--- src/sv/smp_pkg.sv ---
`timescale 1ns / 1ps
`default_nettype none

package smp_pkg;

  localparam logic [2:0] ST_OK             = 3'd0;
  localparam logic [2:0] ST_SHORT          = 3'd1;
  localparam logic [2:0] ST_TRUNC          = 3'd2;
  localparam logic [2:0] ST_UNKNOWN_ATTR   = 3'd3;
  localparam logic [2:0] ST_MALFORMED      = 3'd4;
  localparam logic [2:0] ST_UNKNOWN_FAMILY = 3'd5;

  localparam logic [31:0] COOKIE          = 32'h2112_A442;
  localparam logic [11:0] ATTR_MAPPED     = 12'h000;
  localparam logic [11:0] ATTR_XOR_MAPPED = 12'h020;
  localparam logic [15:0] FAMILY_IPV4     = 16'd1;
  localparam logic [15:0] FAMILY_IPV6     = 16'd2;
  localparam logic [15:0] LEN_IPV4        = 16'd8;
  localparam logic [15:0] LEN_IPV6        = 16'd20;

  localparam int HEADER_BYTES = 20;
  localparam int VALUE_BYTES  = 20;

  typedef logic [VALUE_BYTES-1:0][7:0] smp_vbytes_t;
  typedef logic [2:0][31:0] smp_txn_t;

  typedef struct packed {
    logic [7:0] data_byte;
    logic       last;
  } smp_in_t;

  typedef struct packed {
    logic [2:0]  status;
    logic [15:0] message_kind;
    logic        found;
    logic        is_ipv6;
    logic [15:0] port;
    logic [63:0] addr_high;
    logic [63:0] addr_low;
    logic [31:0] txn_high;
    logic [63:0] txn_low;
  } smp_out_t;

  typedef struct packed {
    logic [2:0]  err;
    logic        is_ipv6;
    logic [15:0] port;
    logic [63:0] addr_high;
    logic [63:0] addr_low;
  } smp_addr_t;

endpackage

`default_nettype wire

--- src/sv/smp_addr_decode.sv ---
`timescale 1ns / 1ps
`default_nettype none

module smp_addr_decode import smp_pkg::*; (
  input  wire smp_vbytes_t  vbytes,
  input  wire logic [11:0]  attr_code,
  input  wire logic [15:0]  attr_len,
  input  wire smp_txn_t     txn,
  output smp_addr_t         addr
);

  logic [15:0] family;
  logic        xr;
  logic [63:0] v4_raw;
  logic [63:0] hi_raw;
  logic [63:0] lo_raw;

  assign family = {vbytes[0], vbytes[1]};
  assign xr     = (attr_code == ATTR_XOR_MAPPED);
  assign v4_raw = {32'd0, vbytes[4], vbytes[5], vbytes[6], vbytes[7]};
  assign hi_raw = {vbytes[4], vbytes[5], vbytes[6], vbytes[7],
                   vbytes[8], vbytes[9], vbytes[10], vbytes[11]};
  assign lo_raw = {vbytes[12], vbytes[13], vbytes[14], vbytes[15],
                   vbytes[16], vbytes[17], vbytes[18], vbytes[19]};

  always_comb begin
    addr.err       = ST_OK;
    addr.is_ipv6   = (family == FAMILY_IPV6);
    addr.port      = {vbytes[2], vbytes[3]} ^ (xr ? COOKIE[31:16] : 16'd0);
    addr.addr_high = 64'd0;
    addr.addr_low  = 64'd0;
    if (attr_len < 16'd2) begin
      addr.err = ST_MALFORMED;
    end else if (family != FAMILY_IPV4 && family != FAMILY_IPV6) begin
      addr.err = ST_UNKNOWN_FAMILY;
    end else if ((family == FAMILY_IPV4 && attr_len != LEN_IPV4) ||
                 (family == FAMILY_IPV6 && attr_len != LEN_IPV6)) begin
      addr.err = ST_MALFORMED;
    end
    if (family == FAMILY_IPV6) begin
      addr.addr_high = hi_raw ^ (xr ? {COOKIE, txn[0]} : 64'd0);
      addr.addr_low  = lo_raw ^ (xr ? {txn[1], txn[2]} : 64'd0);
    end else begin
      addr.addr_low  = v4_raw ^ (xr ? {32'd0, COOKIE} : 64'd0);
    end
  end

endmodule

`default_nettype wire

--- src/sv/stun_message_parser.sv ---
// stun message parser
// in channel: one message byte per word (in_data.data_byte) with in_data.last on
// the final byte of the datagram; in_valid / in_stall handshake
// out channel: one result word per datagram (status, message type, transaction
// id, first mapped address), issued after the word carrying last
// a byte is held in an input register, then decoded into the parse state
// and, on the last byte, into the output register
// the result shows on out_valid once the last byte, held in the input register,
// has been decoded into the output register; throughput is one byte per clock
// except here: a byte without last always moves on; a last byte waits in
// the input register while an older result is stalled, and in_stall then rises
// reset (rst_n low, synchronous) clears the parse state and both valid flags;
// after each result the parse state returns to its reset values
`timescale 1ns / 1ps
`default_nettype none

module stun_message_parser import smp_pkg::*; (
  input  wire logic    clk,
  input  wire logic    rst_n,
  input  wire logic    in_valid,
  output logic         in_stall,
  input  wire smp_in_t in_data,
  output logic         out_valid,
  input  wire logic    out_stall,
  output smp_out_t     out_data
);

  logic        s1_valid_r, s1_valid_nxt;
  smp_in_t     s1_data_r;
  logic        out_valid_r, out_valid_nxt;
  smp_out_t    out_data_r, out_data_nxt;

  logic [16:0] bp_r, bp_nxt;
  logic [15:0] ht_r, ht_nxt;
  logic [15:0] bl_r, bl_nxt;
  smp_txn_t    txn_r, txn_nxt;
  logic [15:0] ph_r, ph_nxt;
  logic [11:0] code_r, code_nxt;
  logic [15:0] alen_r, alen_nxt;
  smp_vbytes_t vb_r, vb_nxt;
  logic        found_r, found_nxt;
  logic        fam6_r, fam6_nxt;
  logic [15:0] port_r, port_nxt;
  logic [63:0] ahi_r, ahi_nxt;
  logic [63:0] alo_r, alo_nxt;
  logic [2:0]  err_r, err_nxt;

  logic        in_accept;
  logic        s1_adv;
  logic        out_blocked;
  logic [7:0]  b;
  logic [16:0] msg_end;
  logic [16:0] msg_end_nxt;
  logic [15:0] vk;
  logic [4:0]  hdr_off;
  logic [1:0]  tw;
  logic        fin_go;
  logic [2:0]  status;
  smp_addr_t   fin;

  assign out_blocked = out_valid_r & out_stall;
  assign s1_adv      = s1_valid_r & (~s1_data_r.last | ~out_blocked);
  assign in_stall    = s1_valid_r & ~s1_adv;
  assign in_accept   = in_valid & ~in_stall;
  assign out_valid   = out_valid_r;
  assign out_data    = out_data_r;

  assign b       = s1_data_r.data_byte;
  assign msg_end = {1'b0, bl_r} + 17'(HEADER_BYTES);
  assign vk      = ph_r - 16'd4;
  assign hdr_off = bp_r[4:0] - 5'd8;
  assign tw      = hdr_off[3:2];

  // value bytes of the current attribute, with this word written in
  always_comb begin
    vb_nxt = vb_r;
    if (ph_r >= 16'd4 && vk < 16'(VALUE_BYTES)) begin
      vb_nxt[vk[4:0]] = b;
    end
  end

  smp_addr_decode u_decode (
    .vbytes    (vb_nxt),
    .attr_code (code_r),
    .attr_len  (alen_r),
    .txn       (txn_r),
    .addr      (fin)
  );

  always_comb begin
    bp_nxt    = bp_r;
    ht_nxt    = ht_r;
    bl_nxt    = bl_r;
    txn_nxt   = txn_r;
    ph_nxt    = ph_r;
    code_nxt  = code_r;
    alen_nxt  = alen_r;
    found_nxt = found_r;
    fam6_nxt  = fam6_r;
    port_nxt  = port_r;
    ahi_nxt   = ahi_r;
    alo_nxt   = alo_r;
    err_nxt   = err_r;
    fin_go    = 1'b0;
    if (!bp_r[16]) begin
      bp_nxt = bp_r + 17'd1;
      if (err_r == ST_OK) begin
        if (bp_r < 17'(HEADER_BYTES)) begin
          priority if (bp_r < 17'd2) begin
            ht_nxt = {ht_r[7:0], b};
          end else if (bp_r < 17'd4) begin
            bl_nxt = {bl_r[7:0], b};
          end else if (bp_r >= 17'd8) begin
            txn_nxt[tw] = {txn_r[tw][23:0], b};
          end else begin
            // cookie bytes, not checked
          end
        end else if (!(ph_r == 16'd0 && bp_r >= msg_end)) begin
          ph_nxt = ph_r + 16'd1;
          priority if (ph_r == 16'd0) begin
            code_nxt = {b[3:0], 8'h00};
          end else if (ph_r == 16'd1) begin
            code_nxt = {code_r[11:8], b};
          end else if (ph_r == 16'd2) begin
            alen_nxt = {b, 8'h00};
          end else if (ph_r == 16'd3) begin
            alen_nxt = {alen_r[15:8], b};
            priority if (({1'b0, bp_r} + 18'd1 + {2'b00, alen_nxt}) >
                         {1'b0, msg_end}) begin
              err_nxt = ST_TRUNC;
            end else if (code_r != ATTR_MAPPED && code_r != ATTR_XOR_MAPPED) begin
              err_nxt = ST_UNKNOWN_ATTR;
            end else if (alen_nxt == 16'd0) begin
              ph_nxt  = 16'd0;
              err_nxt = ST_MALFORMED;
            end else begin
              // value bytes follow
            end
          end else begin
            if (vk + 16'd1 == alen_r) begin
              ph_nxt = 16'd0;
              fin_go = 1'b1;
            end
          end
        end
      end
    end
    if (fin_go) begin
      if (fin.err != ST_OK) begin
        err_nxt = fin.err;
      end else if (!found_r) begin
        found_nxt = 1'b1;
        fam6_nxt  = fin.is_ipv6;
        port_nxt  = fin.port;
        ahi_nxt   = fin.addr_high;
        alo_nxt   = fin.addr_low;
      end
    end
  end

  assign msg_end_nxt = {1'b0, bl_nxt} + 17'(HEADER_BYTES);

  always_comb begin
    priority if (err_nxt != ST_OK) begin
      status = err_nxt;
    end else if (bp_nxt < 17'(HEADER_BYTES)) begin
      status = ST_SHORT;
    end else if (!(ph_nxt == 16'd0 && bp_nxt >= msg_end_nxt)) begin
      status = ST_TRUNC;
    end else begin
      status = ST_OK;
    end
    out_data_nxt = '0;
    out_data_nxt.status = status;
    if (status != ST_SHORT) begin
      out_data_nxt.message_kind = ht_nxt;
      out_data_nxt.txn_high     = txn_nxt[0];
      out_data_nxt.txn_low      = {txn_nxt[1], txn_nxt[2]};
    end
    if (status == ST_OK && found_nxt) begin
      out_data_nxt.found     = 1'b1;
      out_data_nxt.is_ipv6   = fam6_nxt;
      out_data_nxt.port      = port_nxt;
      out_data_nxt.addr_high = ahi_nxt;
      out_data_nxt.addr_low  = alo_nxt;
    end
  end

  always_comb begin
    s1_valid_nxt = s1_valid_r;
    if (in_accept) begin
      s1_valid_nxt = 1'b1;
    end else if (s1_adv) begin
      s1_valid_nxt = 1'b0;
    end
    out_valid_nxt = out_valid_r;
    if (s1_adv && s1_data_r.last) begin
      out_valid_nxt = 1'b1;
    end else if (out_valid_r && !out_stall) begin
      out_valid_nxt = 1'b0;
    end
  end

  // payload registers
  always_ff @(posedge clk) begin
    if (in_accept) begin
      s1_data_r <= in_data;
    end
    if (s1_adv && s1_data_r.last) begin
      out_data_r <= out_data_nxt;
    end
    if (s1_adv) begin
      vb_r <= vb_nxt;
    end
  end

  always_ff @(posedge clk) begin
    if (!rst_n) begin
      s1_valid_r  <= 1'b0;
      out_valid_r <= 1'b0;
    end else begin
      s1_valid_r  <= s1_valid_nxt;
      out_valid_r <= out_valid_nxt;
    end
  end

  // parse state, back to reset values after each datagram
  always_ff @(posedge clk) begin
    if (!rst_n || (s1_adv && s1_data_r.last)) begin
      bp_r    <= '0;
      ht_r    <= '0;
      bl_r    <= '0;
      txn_r   <= '0;
      ph_r    <= '0;
      code_r  <= '0;
      alen_r  <= '0;
      found_r <= 1'b0;
      fam6_r  <= 1'b0;
      port_r  <= '0;
      ahi_r   <= '0;
      alo_r   <= '0;
      err_r   <= ST_OK;
    end else if (s1_adv) begin
      bp_r    <= bp_nxt;
      ht_r    <= ht_nxt;
      bl_r    <= bl_nxt;
      txn_r   <= txn_nxt;
      ph_r    <= ph_nxt;
      code_r  <= code_nxt;
      alen_r  <= alen_nxt;
      found_r <= found_nxt;
      fam6_r  <= fam6_nxt;
      port_r  <= port_nxt;
      ahi_r   <= ahi_nxt;
      alo_r   <= alo_nxt;
      err_r   <= err_nxt;
    end
  end

endmodule

`default_nettype wire

--- config.mk ---
export PLATFORM = sky130hd
export DESIGN_NAME = stun_message_parser
export DESIGN_NICKNAME = d
export VERILOG_FILES = /design/src/sv/smp_pkg.sv /design/src/sv/smp_addr_decode.sv /design/src/sv/stun_message_parser.sv
export SDC_FILE = /design/constraint.sdc
export NUM_CORES = 2
export LEC_CHECK = 0
export BUFFER_PORTS_ARGS = -buffer_cell sky130_fd_sc_hd__buf_4
export CAP_MARGIN = 5
export CELL_PAD_IN_SITES_DETAIL_PLACEMENT = 1
export CELL_PAD_IN_SITES_GLOBAL_PLACEMENT = 2
export CORE_MARGIN = 3
export CORE_UTILIZATION = 40
export CTS_CLUSTER_DIAMETER = 80
export DETAILED_ROUTE_END_ITERATION = 8
export PLACE_DENSITY_LB_ADDON = 0.1
export SKIP_CTS_REPAIR_TIMING = 1
export SLEW_MARGIN = 15
export SYNTH_ARGS = -nofsm -noshare
export SYNTH_HDL_FRONTEND = slang
export SYNTH_HIERARCHICAL = 1
export SYNTH_SLANG_ARGS = --single-unit
--- constraint.sdc ---
create_clock -name clk -period 7.8 [get_ports clk]
set_input_delay 0 -clock clk [delete_from_list [all_inputs] [get_ports clk]]
set_output_delay 0 -clock clk [all_outputs]
set_load 0.03 [all_outputs]
======== Yosys cells after proc, flatten, opt, wreduce, memory -nomap -nowiden ========
Index checks and enable logic that the tools add are counted.
operators by class
  $add $sub $neg .......................... 9
  $lt $le $gt $ge ......................... 15
  equal/unequal tests ..................... 13
  multiplexer cells ....................... 94
  bitwise logic cells ..................... 18
  reductions and logical operators ........ 32
operators by type and width
  cell                                                  number
  two-way mux 64 bit                                    9
  two-way mux 96 bit                                    6
  two-way mux 16 bit                                    25
  bitwise mux 160 bit                                   1
  two-way mux 160 bit                                   1
  two-way mux 146 bit                                   1
  bitwise XOR 64 bit                                    2
  bitwise mux 96 bit                                    1
  binary-select mux 32 bit (select 2 bit)               1
  demux 32 bit (select 2 bit)                           1
  bitwise XOR 32 x 64 -> 64 bit                         1
  two-way mux 62 bit                                    1
  two-way mux 3 bit                                     17
  == test 16 x 2 -> 1 bit (second input constant)       3
  logical NOT 16 bit                                    3
  demux 8 bit (select 5 bit)                            1
  adder 16 x 5 -> 17 bit (second input constant)        2
  greater-or-equal comparator 17 bit                    2
  < comparator 17 x 5 -> 1 bit (second input constant)  2
  adder 16 x 1 -> 16 bit (second input constant)        2
  == test 16 x 1 -> 1 bit (second input constant)       2
  two-way mux 32 bit                                    1
  two-way mux 30 bit                                    1
  two-way mux 24 bit                                    1
  43 further kinds                                      94
storage, ports and cells
  bits in registers ....................... 770
  bits of input ports ..................... 13
  output and inout port bits .............. 263
  word-level logic and storage cells ...... 231

======== Longest topological paths before layout ========
  depth in word-level cells ............... 21
  depth in mapped cells ................... 29
  gate-level depth less buffers ........... 26

======== By module ========
The synthesis kept the hierarchy.
modules (own cells, without submodules)
  module               times used  cells each  area each (um2)  sequential area each (um2)
  stun_message_parser  1           3511        37046.8          19718.9
  smp_addr_decode      1           444         2772.7           0.0

======== Worst setup path before layout ========
OpenSTA, ideal clock, no wires.
  kind .................................... register to register
  start point ............................. register out_valid_r (netlist: out_valid)
  end point ............................... register out_data_r, in the netlist out_data[0] (enable)
  library setup time ...................... 612 ps
  data arrival time ....................... 5933 ps
  data required time ...................... 7188 ps
  setup slack ............................. 1255 ps
  cell stages (with the launch flop) ...... 6
  buffers on the path ..................... 0
  clock period less this slack ............ 6545 ps
  cell sequence ........................... dfxtp_1 > nand3_1 > nand2_1 > inv_1 > nand2_1 > inv_1
on the way
  cells in the longest elaborated chain, start to end .. 5
ends and longest elaborated chain
  what                    RTL line                    RTL
  from (decl)             stun_message_parser.sv:30   logic out_valid_r, out_valid_nxt;
  from (signal assigned)  stun_message_parser.sv:223  out_valid_r <= out_valid_nxt;
  AND 1 bit               stun_message_parser.sv:61   assign out_blocked = out_valid_r & out_stall;
  NOT 1 bit               stun_message_parser.sv:62   assign s1_adv = s1_valid_r & (~s1_data_r.last | ~out_blocked);
  OR 1 bit                stun_message_parser.sv:62
  AND 1 bit               stun_message_parser.sv:62
  logical AND 1 bit       stun_message_parser.sv:209  if (s1_adv && s1_data_r.last) begin
  to (signal assigned)    stun_message_parser.sv:210  out_data_r <= out_data_nxt;
  to (decl)               stun_message_parser.sv:31   smp_out_t out_data_r, out_data_nxt;
No other way between the ends.
A chain may end at the register's enable or synchronous reset.

==> out/summary.json <==
{
  "run_status": {"value": "completed"},
  "clk_path_buf_depth": {"value": 3},
  "synth_mux_area_frac": {"value": 0.0941},
  "start_kind": {"value": "flop"},
  "area_share_of_and_or_nand_nor_cells_after_synthesis": {"value": 0.189},
  "insertedDiodeCount": {"value": 0},
  "die_wd": {"value": 322, "unit": "um"},
  "setup_violations": {"value": 0},
  "tightestPinTransition": {"value": 1110, "unit": "ps"},
  "rsz0062_at_grt": {"value": "no"},
  "path_clk_slew": {"value": 60, "unit": "ps"},
  "sw_frac_of_total": {"value": 0.234},
  "synth_compound_gate_area_share": {"value": 0.106},
  "grt_max_degree": {"value": 172},
  "synth-edff-count": {"value": 430},
  "vias": {"value": 31300},
  "timing.final.max_slew_violations": {"value": 0},
  "ir_worst_vdd": {"value": 0.141, "unit": "mV"},
  "fraction_of_layout_cells_with_a_size_suffix_above_1": {"value": 0.198},
  "synthToLayoutAreaGrowth": {"value": 15.6, "unit": "%"},
  "synth_top_family_by_area": {"value": "simple AND/OR/NAND/NOR gates"},
  "hp-start": {"value": "in_data[6]"},
  "grt_antenna_before_repair": {"value": 1},
  "synth.cell_area": {"value": 0.0398, "unit": "mm2"},
  "relSlewSlack": {"value": 0.257},
  "timing.setup.critical_path_class": {"value": "reg -> reg"},
  "wire_length_of_the_first_global_routing_pass": {"value": 209, "unit": "mm"},
  "rr_endpoint": {"value": "out_data[238]$_SDFFCE_PN0P_"},
  "rows": {"value": 115},
  "utilization": {"value": 0.467},
  "grt_use_total": {"value": 0.264},
  "power_per_cell_area": {"value": 199, "unit": "mW/mm2"},
  "layout.cells.most_common_list": {"value": "sky130_fd_sc_hd__nand2_1 (619), sky130_fd_sc_hd__edfxtp_1 (430), sky130_fd_sc_hd__a21oi_1 (352), sky130_fd_sc_hd__dfxtp_1 (339), sky130_fd_sc_hd__nor2_1 (332)"},
  "final_min_period_over_clock_period": {"value": 0.925},
  "cp_slowest_cell": {"value": "sky130_fd_sc_hd__dfxtp_1"},
  "cts_tree": {"value": "yes"},
  "synth_xor_xnor_area_share": {"value": 0.0490},
  "p_comb_frac": {"value": 0.038},
  "highest_clock_rate": {"value": 139, "unit": "MHz"},
  "clock_sinks": {"value": 770},
  "launch_instance_of_the_worst_register_to_register_path": {"value": "ph_r[2]$_SDFFE_PP0P_"},
  "average_vias_per_placed_instance": {"value": 5.76},
  "clk-insertion-delay-late": {"value": 680, "unit": "ps"},
  "timing_hold_violations_final": {"value": 0},
  "tns": {"value": 0, "unit": "ps"},
  "first_iter_violations": {"value": 2568},
  "fp.dieH": {"value": 322, "unit": "um"},
  "dominantRegCellSynth": {"value": "sky130_fd_sc_hd__edfxtp_1"},
  "timing.reg2reg.setup_slack": {"value": 590, "unit": "ps"},
  "distinct_cell_type_count_after_synthesis": {"value": 100},
  "switchingPower": {"value": 0.00214, "unit": "W"},
  "n_fill_cell": {"value": 10800},
  "drt-pass1-iter-count": {"value": 5},
  "setup.worst_path.end_class": {"value": "flop"},
  "cts-htree-levels": {"value": 3},
  "synth_adder_area_share": {"value": 0.0253},
  "grt_pass1_vias": {"value": 30900},
  "reg2reg_depth": {"value": 24},
  "synth-warning-count": {"value": 6},
  "drc": {"value": 0},
  "pwr-share-clk": {"value": 0.491},
  "worstPathMaxFanout": {"value": 42},
  "std_cell_core_area": {"value": 0.0986, "unit": "mm2"},
  "max-cap-violations": {"value": 0},
  "postSynth.asyncResetShare": {"value": 0},
  "whs_endpoint": {"value": "b[5]$_DFFE_PP_"},
  "critical_path.cell_chain": {"value": "inv_1 > ha_1 > nor3b_2 > nand3_1 > o31a_1 > nor2_1 > nand4_1 > nor4_1 > buf_4 > and2_1 > nand2_1 > mux2_2 > nor4_1 > nand4_1 > nor4_1 > o21ai_0 > nor3_1 > o211ai_1 > nor4_4 > buf_4 > buf_12 > buf_4 > mux2i_1 > nor3_2"},
  "syn-mean-instance-area": {"value": 10.1, "unit": "um2"},
  "p_leak": {"value": 14.5, "unit": "nW"},
  "min_delay_path_depth": {"value": 2},
  "final.hold.worst_slack": {"value": 48.8, "unit": "ps"},
  "yosys_register_bits": {"value": 770},
  "finalCriticalPeriod": {"value": 7210, "unit": "ps"},
  "cts_root_buffer": {"value": "sky130_fd_sc_hd__clkbuf_16"},
  "min_path_type": {"value": "in -> reg"},
  "place.detailed.instances": {"value": 5260},
  "overflow": {"value": 0},
  "synth-seq-area-share": {"value": 0.495},
  "globalplace.congestion": {"value": 0.840},
  "top_level_ports": {"value": 276},
  "layout.cells.non_filler": {"value": 5442},
  "buffer_ports.inserted": {"value": 275},
  "cp.arrival": {"value": 7620, "unit": "ps"},
  "die_area": {"value": 0.103, "unit": "mm2"},
  "cellInternalPower": {"value": 0.00703, "unit": "W"},
  "numCtsBuffers": {"value": 90},
  "seq_power_share": {"value": 0.471},
  "postRouteWirelength": {"value": 140, "unit": "mm"},
  "layout_commonest_cell": {"value": "sky130_fd_sc_hd__nand2_1"},
  "synthesis.instances": {"value": 3955},
  "initial_core_util": {"value": 0.404},
  "syn_nets": {"value": 4048},
  "hpwlAfterDp": {"value": 91.4, "unit": "mm"},
  "max_stage_delay": {"value": 510, "unit": "ps"},
  "avgRoutedWirePerCell": {"value": 25.7, "unit": "um"},
  "detail-route-antenna-nets": {"value": 0},
  "power.total": {"value": 0.00917, "unit": "W"},
  "final_net_count": {"value": 4172},
  "worst_clk_skew": {"value": 26.5, "unit": "ps"},
  "required": {"value": 8210, "unit": "ps"}
}
-- worst max path at each step --
stage                      startpoint                           to  slack (ps)  cells after the start
2_1_floorplan  out_valid$_SDFFE_PN0P_    out_data[0]$_SDFFCE_PN0P_        1260                      5
3_3_place_gp     ph_r[2]$_SDFFE_PP0P_  out_data[237]$_SDFFCE_PN0P_         670                     23
3_5_place_dp     ph_r[2]$_SDFFE_PP0P_  out_data[238]$_SDFFCE_PN0P_         580                     23
4_1_cts          ph_r[2]$_SDFFE_PP0P_  out_data[229]$_SDFFCE_PN0P_         550                     23
5_1_grt          ph_r[2]$_SDFFE_PP0P_  out_data[236]$_SDFFCE_PN0P_          60                     24
6_report         ph_r[2]$_SDFFE_PP0P_  out_data[238]$_SDFFCE_PN0P_         590                     24
-- layer usage --
layer / routed length, um / track usage
met3: 6520 / 0.0287
met2: 63400 / 0.414
met4: 2750 / 0.0617
met1: 67000 / 0.392
met5: 0 / 0
-- worst max-delay path: cells and delay by family (launching register included) --
family | cells | cell delay (ps)
AND/OR/NAND/NOR | 13 | 3350
buffers and inverters | 5 | 1290
AO/OA/AOI/OAI | 3 | 760
multiplexers | 2 | 640
flip-flops | 1 | 510
adder cells (fa/ha/maj) | 1 | 340
-- power by group through the flow --
stage          logic, W  clock network [W]  registers, W
2_1_floorplan  0.000163                  0       0.00445
3_3_place_gp   0.000347                  0       0.00440
3_5_place_dp   0.000349                  0       0.00440
4_1_cts        0.000350            0.00459       0.00432
5_1_grt        0.000377            0.00475       0.00432
6_report       0.000352            0.00451       0.00432
-- area by class of cell --
| type | count | area, um2 | share of cell area |
|---|---|---|---|
| Tap cell | 1287 | 1610 | 0.0350 |
| Sequential cell | 770 | 19700 | 0.429 |
| Clock inverter | 42 | 603 | 0.0131 |
| Inverter | 32 | 135 | 0.00294 |
| Timing Repair Buffer | 358 | 2930 | 0.0637 |
| Clock buffer | 126 | 2500 | 0.0543 |
| Multi-Input combinational cell | 2827 | 18500 | 0.402 |
-- flip-flops by register name (all words and copies together), names as in the netlist, 17 cells and up --
| register | count |
|---|---|
| ahi_r | 64 |
| alo_r | 64 |
| bp_r | 17 |
| out_data | 261 |
| txn_r | 96 |
| vb_r | 160 |
-- synthesized netlist by cell type (all sizes together), types with 73 or more instances --
library cell / n / share of area
a211oi: 155 / 0.029
a21oi: 353 / 0.044
buf: 133 / 0.020
clkbuf: 193 / 0.018
dfxtp: 340 / 0.17
edfxtp: 430 / 0.32
ha: 79 / 0.025
mux2: 162 / 0.046
mux2i: 192 / 0.048
nand2: 622 / 0.059
nand3: 73 / 0.0092
nand4: 120 / 0.019
nor2: 338 / 0.032
nor3: 181 / 0.039
xor2: 152 / 0.033
-- stage by stage --
| stage | worst slack, ps | cell area [um2] |
|---|---|---|
| floorplan | 1260 | 39800 |
| global placement | 667 | 42800 |
| detailed placement | 583 | 42800 |
| CTS | 548 | 45900 |
| global route | 58.8 | 46000 |
| finish | 586 | 46000 |
-- kinds of logic (layout without fill, tap and decap cells) --
logic type	count (synthesis)	in the layout
and+or+nand+nor	1495	1495
DFF	770	770
AOI/OAI and AO/OA	684	684
buffers and inverters	358	558
muxes	354	354
xor gates and xnor gates	213	213
adders and majority gates	80	80
other	1	1
Power figures use the tool's default switching activity.
